===== config.mk =====
export PLATFORM = sky130hd
export DESIGN_NAME = pixel_format_packer
export DESIGN_NICKNAME = d
export VERILOG_FILES = /design/src/rtl/core/pfp_pkg.sv /design/src/rtl/core/pixel_format_packer.sv
export VERILOG_INCLUDE_DIRS = /design/src /design/src/rtl/core
export SDC_FILE = /design/constraint.sdc
export NUM_CORES = 1
export LEC_CHECK = 0
export BUFFER_PORTS_ARGS = -buffer_cell sky130_fd_sc_hd__clkbuf_2
export CORE_MARGIN = 3
export CORE_UTILIZATION = 41
export CTS_BUF_LIST = sky130_fd_sc_hd__clkbuf_16
export CTS_CLUSTER_SIZE = 12
export DETAILED_ROUTE_END_ITERATION = 8
export HOLD_SLACK_MARGIN = 0.03
export PLACE_DENSITY_LB_ADDON = 0.12
export SLEW_MARGIN = 30
export SYNTH_ARGS = -nofsm -noshare
export SYNTH_HDL_FRONTEND = slang
export SYNTH_SLANG_ARGS = --single-unit

===== constraint.sdc =====
create_clock -name clk -period 2.6 [get_ports clk]
set_input_delay 0.39 -clock clk [delete_from_list [all_inputs] [get_ports clk]]
set_output_delay 0.39 -clock clk [all_outputs]
set_load 0.005 [all_outputs]

===== src/rtl/core/pixel_format_packer_assert.svh =====
// ---------------------------------------------------------------------------
// Pixel format packer assertion macros
// Concurrent property shorthands shared by the packer RTL.
// ---------------------------------------------------------------------------
`ifndef PIXEL_FORMAT_PACKER_ASSERT_SVH
`define PIXEL_FORMAT_PACKER_ASSERT_SVH

// Same-cycle implication.
`define PFP_ASSERT_SAME(lbl, clk, rst, ante, cons, msg) \
  lbl: assert property (@(posedge clk) disable iff (rst) (ante) |-> (cons)) else $error(msg);

// Next-cycle implication.
`define PFP_ASSERT_NEXT(lbl, clk, rst, ante, cons, msg) \
  lbl: assert property (@(posedge clk) disable iff (rst) (ante) |=> (cons)) else $error(msg);

`endif


===== src/rtl/core/pfp_pkg.sv =====
// ---------------------------------------------------------------------------
// Pixel format packer package
// Mode codes, widths and the mono threshold.
// ---------------------------------------------------------------------------
package pfp_pkg;

  localparam int unsigned CHAN_W      = 8;
  localparam int unsigned MODE_W      = 2;
  localparam int unsigned SUM_W       = 10;
  localparam int unsigned MAX_BYTES   = 4;
  localparam int unsigned REM_W       = 3;
  localparam int unsigned BITCNT_W    = 3;

  localparam logic [SUM_W-1:0] MONO_THRESHOLD = SUM_W'(384);

  typedef logic [MODE_W-1:0] mode_t;

  localparam mode_t MODE_MONO       = 2'd0;
  localparam mode_t MODE_RGB        = 2'd1;
  localparam mode_t MODE_ARGB       = 2'd2;
  localparam mode_t MODE_ARGB_ALIAS = 2'd3;

endpackage


===== src/rtl/core/pixel_format_packer.sv =====
// ---------------------------------------------------------------------------
// Pixel format packer
// Turns a pixel stream into 1-bit threshold, RGB24 or ARGB32 bytes.
// ---------------------------------------------------------------------------
//  channel | signals                                   | role
//  pixel   | pixel_valid, pixel_stall, red..frame_end  | one pixel per transfer
//  byte    | byte_valid, byte_stall, out_byte, run_last| one byte per transfer
//  config  | cfg_we, cfg_wdata                         | pixel_mode write
//
//  A pixel enters the staging register, which holds up to four bytes; bytes
//  leave one per cycle through the output register while byte_stall is low;
//  ARGB32 stages 4 bytes per pixel, RGB24 3, mono 1 per 8 pixels or frame_end.
//  A new pixel is taken in the cycle the last staged byte moves out.
//  rst is synchronous and clears mode, mono state and all valid state.
//  byte_stall holds the output register and, with one staged byte left, the
//  input; with more than one staged byte left the input is held regardless.
`include "pixel_format_packer_assert.svh"

module pixel_format_packer (
  input  logic       clk,
  input  logic       rst,
  input  logic       cfg_we,
  input  logic [1:0] cfg_wdata,
  input  logic       pixel_valid,
  output logic       pixel_stall,
  input  logic [7:0] red,
  input  logic [7:0] green,
  input  logic [7:0] blue,
  input  logic [7:0] alpha,
  input  logic       frame_end,
  output logic       byte_valid,
  input  logic       byte_stall,
  output logic [7:0] out_byte,
  output logic       run_last
);

  pfp_pkg::mode_t                    pixel_mode;
  logic [7:0]                        mono_shift;
  logic [pfp_pkg::BITCNT_W-1:0]      mono_bit_count;
  logic [7:0]                        stage_byte [pfp_pkg::MAX_BYTES];
  logic [pfp_pkg::REM_W-1:0]         stage_rem;

  logic [7:0]                        stage_byte_next [pfp_pkg::MAX_BYTES];
  logic [pfp_pkg::REM_W-1:0]         stage_rem_next;
  logic [7:0]                        mono_shift_next;
  logic [pfp_pkg::BITCNT_W-1:0]      mono_bit_count_next;

  logic [pfp_pkg::SUM_W-1:0]         pix_sum;
  logic                              mono_bit;
  logic [7:0]                        mono_word;
  logic [pfp_pkg::BITCNT_W:0]        count_inc;
  logic [pfp_pkg::BITCNT_W:0]        pad_amt;
  logic                              move;
  logic                              pix_acc;

  assign move        = (stage_rem != '0) && (!byte_valid || !byte_stall);
  assign pixel_stall = !((stage_rem == '0) || ((stage_rem == 3'd1) && move));
  assign pix_acc     = pixel_valid && !pixel_stall;

  assign pix_sum   = pfp_pkg::SUM_W'(red) + pfp_pkg::SUM_W'(green)
                   + pfp_pkg::SUM_W'(blue);
  assign mono_bit  = (pix_sum >= pfp_pkg::MONO_THRESHOLD);
  assign mono_word = {mono_shift[6:0], mono_bit};
  assign count_inc = {1'b0, mono_bit_count} + 4'd1;
  assign pad_amt   = 4'd8 - count_inc;

  always_comb begin
    stage_byte_next     = stage_byte;
    stage_rem_next      = '0;
    mono_shift_next     = mono_shift;
    mono_bit_count_next = mono_bit_count;
    unique case (pixel_mode) inside
      pfp_pkg::MODE_MONO: begin
        stage_byte_next[0] = mono_word;
        if (count_inc == 4'd8) begin
          stage_rem_next      = 3'd1;
          mono_shift_next     = '0;
          mono_bit_count_next = '0;
        end else if (frame_end) begin
          stage_byte_next[0]  = mono_word << pad_amt;
          stage_rem_next      = 3'd1;
          mono_shift_next     = '0;
          mono_bit_count_next = '0;
        end else begin
          mono_shift_next     = mono_word;
          mono_bit_count_next = count_inc[pfp_pkg::BITCNT_W-1:0];
        end
      end
      pfp_pkg::MODE_RGB: begin
        stage_byte_next[0] = red;
        stage_byte_next[1] = green;
        stage_byte_next[2] = blue;
        stage_rem_next     = 3'd3;
      end
      pfp_pkg::MODE_ARGB, pfp_pkg::MODE_ARGB_ALIAS: begin
        stage_byte_next[0] = alpha;
        stage_byte_next[1] = red;
        stage_byte_next[2] = green;
        stage_byte_next[3] = blue;
        stage_rem_next     = 3'd4;
      end
      default: begin
        stage_rem_next = '0;
      end
    endcase
  end

  always_ff @(posedge clk) begin
    if (rst) begin
      pixel_mode     <= pfp_pkg::MODE_MONO;
      mono_shift     <= '0;
      mono_bit_count <= '0;
      stage_rem      <= '0;
      byte_valid     <= 1'b0;
    end else begin
      if (cfg_we) begin
        pixel_mode <= cfg_wdata;
      end
      if (pix_acc) begin
        mono_shift     <= mono_shift_next;
        mono_bit_count <= mono_bit_count_next;
        stage_rem      <= stage_rem_next;
      end else if (move) begin
        stage_rem <= stage_rem - 3'd1;
      end
      if (move) begin
        byte_valid <= 1'b1;
      end else if (!byte_stall) begin
        byte_valid <= 1'b0;
      end
    end
  end

  always_ff @(posedge clk) begin
    if (pix_acc) begin
      stage_byte <= stage_byte_next;
    end else if (move) begin
      for (int i = 0; i < pfp_pkg::MAX_BYTES - 1; i++) begin
        stage_byte[i] <= stage_byte[i+1];
      end
    end
    if (move) begin
      out_byte <= stage_byte[0];
      run_last <= (stage_rem == 3'd1);
    end
  end

  `PFP_ASSERT_SAME(a_accept_when_drained, clk, rst, pix_acc,
    (stage_rem == 3'd0) || ((stage_rem == 3'd1) && move),
    "pixel transfer while staged bytes remain")
  `PFP_ASSERT_SAME(a_rem_bound, clk, rst, 1'b1, stage_rem <= 3'd4,
    "staged byte count above four")
  `PFP_ASSERT_NEXT(a_last_marks_run, clk, rst, move,
    run_last == $past(stage_rem == 3'd1), "run_last does not match staged count")
  `PFP_ASSERT_NEXT(a_frame_end_flush, clk, rst,
    pix_acc && (pixel_mode == pfp_pkg::MODE_MONO) && frame_end,
    (mono_bit_count == '0) && (stage_rem == 3'd1), "mono flush did not clear count")

endmodule

==> reports/qor.yml <==
run_status:
  status: "finished, violations left"
  violations: "setup timing"
finish:
  regArea_um2: 1550
  design_area_um2: 4270
  fillers: 731
  multi_input_area_um2: 1690
  drive_gt1_share_pct: 29.1
  syn2layout_area_growth_pct: 25.1
  final_nets: 464
  fin_util_pct: 54.2
  antennaDiodeCount: 0
die:
  die_w_um: 97.3
  core_area_um2: 7890
  num_rows: 32
  boundaryPins: 51
  dieArea_um2: 9460
  die_y_um: 97.3
  start_util_pct: 43.3
setup_path:
  crit_path_start_kind: "input pin"
  cp-end-kind: "flip-flop"
  setup.worst_path.start: "red[1]"
  worstPathRequired_ns: 2.65
  crit_fanout: 8
  reg2reg_from: "mono_bit_count[1]"
  crit_type: "input pin to flip-flop"
  critPathArrivalTime_ns: 2.69
  worst-r2r-setup-slack_ns: 0.17
clock_network:
  cts_inserted_buffers: 9
  clock_latency_ns: 0.32
  clkSlewWorstSetupHoldPaths_ns: 0.05
  ctsHoldBuffers: 0
  cts_buffer_depth: 2
  cts-root-buf: "clkbuf_16"
  cts_tree: "built"
  cts.sinks: 57
  htreeDepth: 3
timing:
  rsz0062_at_grt: "yes"
  slew_violations: 0
  worst_slack_ns: -0.0333
  worstMarginPinSlew_ns: 0.854
  setup_viol: 3
  min_period_over_period_pct: 101
  hold_violations: 0
  max_slew_margin_pct: 42.9
  min_period_ns: 2.63
  finClkSkew_ns: 0.00860
  timing.fmax_mhz: 380
placement:
  io_buffers: 50
  dpl-instance-area_um2: 3970
  hpwlAfterDp_um: 6260
  routabilityCongestion: 0.875
global_routing:
  global_route.overflow_total: 0
  grt_pass1_vias: 2755
  grt_pass1_wl_um: 13800
  grt_use_total_pct: 18.2
  grt_antenna_before_repair: 0
  grt_start_max_net_pins: 26
synthesis:
  yosys_register_bits: 57
  synth-main-ff-cell: "edfxtp_1"
  synthArstFlopShare_pct: 0
  yosysSeqAreaShare_pct: 45.4
  synthCells: 326
  synthDistinctLibCells: 58
  synth_edf_count: 41
  ys.warnings.count: 0
  syn-cell-area_um2: 3410
  syn_nets: 386
  syn_area_per_cell_um2: 10.5
power:
  p_seq_share_pct: 39.3
  p_leak_nw: 1.71
  clkPwrFrac_pct: 27.9
  report.power.total_mw: 3.99
  max-vdd-ir-drop_mv: 0.381
  switching_share_pct: 31.8
  p_comb_share_pct: 32.8
  p_switching_mw: 1.27
  power_density_nw_per_um2: 933
  internal_power_mw: 2.72
route:
  vias: 2783
  dr.pass1.iters: 5
  wire_per_inst_um: 16.4
  route.detailed.drc: 0
  antenna_left: 0
  drt_iter0_markers: 226
  viasPerCell: 5.45
  wl_um: 8360
worst_hold_path:
  min_from: "blue[2]"
  min_path_type: "input pin to flip-flop"
job:
  max-cap-violations: 0
## layout by cell type, fill, tap and decap left out, types with 4 or more instances in the layout
cell type	Yosys	final
clkbuf_2	0	49
edfxtp_1	41	41
buf_4	4	39
nand2_1	31	31
o21ai_0	26	26
mux2i_1	23	23
nor2_1	22	22
inv_1	17	19
dfxtp_1	16	16
a21oi_1	15	15
a22oi_1	9	9
ha_1	11	9
clkbuf_16	0	9
fa_1	9	8
nand3_1	7	7
nor2b_1	6	6
nand4_1	6	6
a221oi_1	5	5
nand2b_1	4	4
nor3_1	4	4
## per-layer routing
layer / track usage [%] / routed length [µm] / up-vias
met5: 0 / 0 / -
met4: 6.28 / 128 / 0
met3: 3.30 / 349 / 9
met2: 30.7 / 4110 / 66
met1: 23.7 / 3780 / 1338
li1: - / - / 1370
## power groups by stage
stage	Sequential, mW	Clock, mW	Combinational [mW]
2_1_floorplan	1.56	0	0.824
3_3_place_gp	1.58	0	1.28
3_5_place_dp	1.59	0	1.30
4_1_cts	1.57	1.13	1.30
5_1_grt	1.60	1.18	1.46
6_report	1.57	1.11	1.31
## flip-flops by register name (all words and copies together) (netlist names)
signal and cells:
stage_byte 32, out_byte 8, mono_shift 7, mono_bit_count 3
stage_rem 3, pixel_mode 2, byte_valid 1, run_last 1
## worst max-delay path, cell delays in order
cell and delay (ns):
buf_8 0.10, fa_1 0.47, ha_2 0.20, fa_2 0.33, a211oi_2 0.20, o21ai_2 0.08
a32o_1 0.22, a311o_2 0.41, a41oi_2 0.18, o21ai_1 0.09
## Yosys cell counts (all sizes together) (2+ instances only)
| library cell | instances | area share (%) |
|---|---|---|
| edfxtp | 41 | 36 |
| ha | 11 | 4.0 |
| a22oi | 9 | 2.0 |
| nand3 | 7 | 1.0 |
| buf | 13 | 2.3 |
| mux4 | 3 | 2.0 |
| nand2b | 4 | 0.73 |
| o211ai | 3 | 0.81 |
| clkbuf | 9 | 0.99 |
| nand2 | 31 | 3.4 |
| a211oi | 3 | 0.81 |
| nor3 | 6 | 1.4 |
| xnor2 | 2 | 0.51 |
| a31oi | 3 | 0.55 |
| nand4 | 6 | 1.1 |
| o22ai | 2 | 0.37 |
| nand3b | 2 | 0.44 |
| a21oi | 18 | 3.0 |
| a41oi | 2 | 0.73 |
| inv | 19 | 2.1 |
| mux2i | 23 | 6.7 |
| or2 | 3 | 0.55 |
| o21ai | 29 | 4.3 |
| a21boi | 2 | 0.44 |
| nor2b | 6 | 1.1 |
| fa | 9 | 5.3 |
| nor2 | 22 | 2.4 |
| a221oi | 5 | 1.3 |
| dfxtp | 16 | 9.4 |
## final cells by class
class,instances,area share (%)
clock buffer,9,5.27
clock inverter,7,1.29
inverter,19,1.67
multi-input combinational,228,39.5
sequential,57,36.3
tap,102,2.99
timing repair buffer,89,12.9
## worst paths after layout
| check | end | cells after the start |
|---|---|---|
| hold reg to reg | out_byte[3] | 0 |
| setup reg to reg | stage_byte[29] | 7 |
| setup / recovery | stage_byte[30] | 10 |
| hold / removal | stage_byte[2] | 1 |
## timing repair
action	in CTS	in global routing
setup endpoints to repair	5	8
pin swaps	3	4
buffers inserted	0	1
gates cloned	0	0
gates resized for setup	0	6
endpoints found under the hold margin	0	0
## metrics by stage
| stage | TNS (ns) | hold WS, ns | std cells | worst slack, ns |
|---|---|---|---|---|
| global route | -0.607 | 0.299 | 511 | -0.129 |
| global placement | -3.05 | 0.406 | 494 | -0.425 |
| finish | -0.0376 | 0.299 | 511 | -0.0333 |
| detailed placement | -3.06 | 0.407 | 494 | -0.425 |
| floorplan | -0.873 | 0.400 | 326 | -0.186 |
| CTS | -0.0183 | 0.295 | 510 | -0.0105 |
## cells by family (layout without fill, tap and decap cells)
kind of cell | after synthesis | after routing | synth area share (%)
flops | 57 | 57 | 45.4
simple gates | 92 | 92 | 13.2
xor+xnor | 2 | 2 | 0.513
compound gates | 88 | 88 | 17.4
mux | 26 | 26 | 8.72
fa+ha+maj | 20 | 20 | 9.31
buf+inv | 41 | 124 | 5.42
No activity file was read; power rests on OpenSTA's default activity.
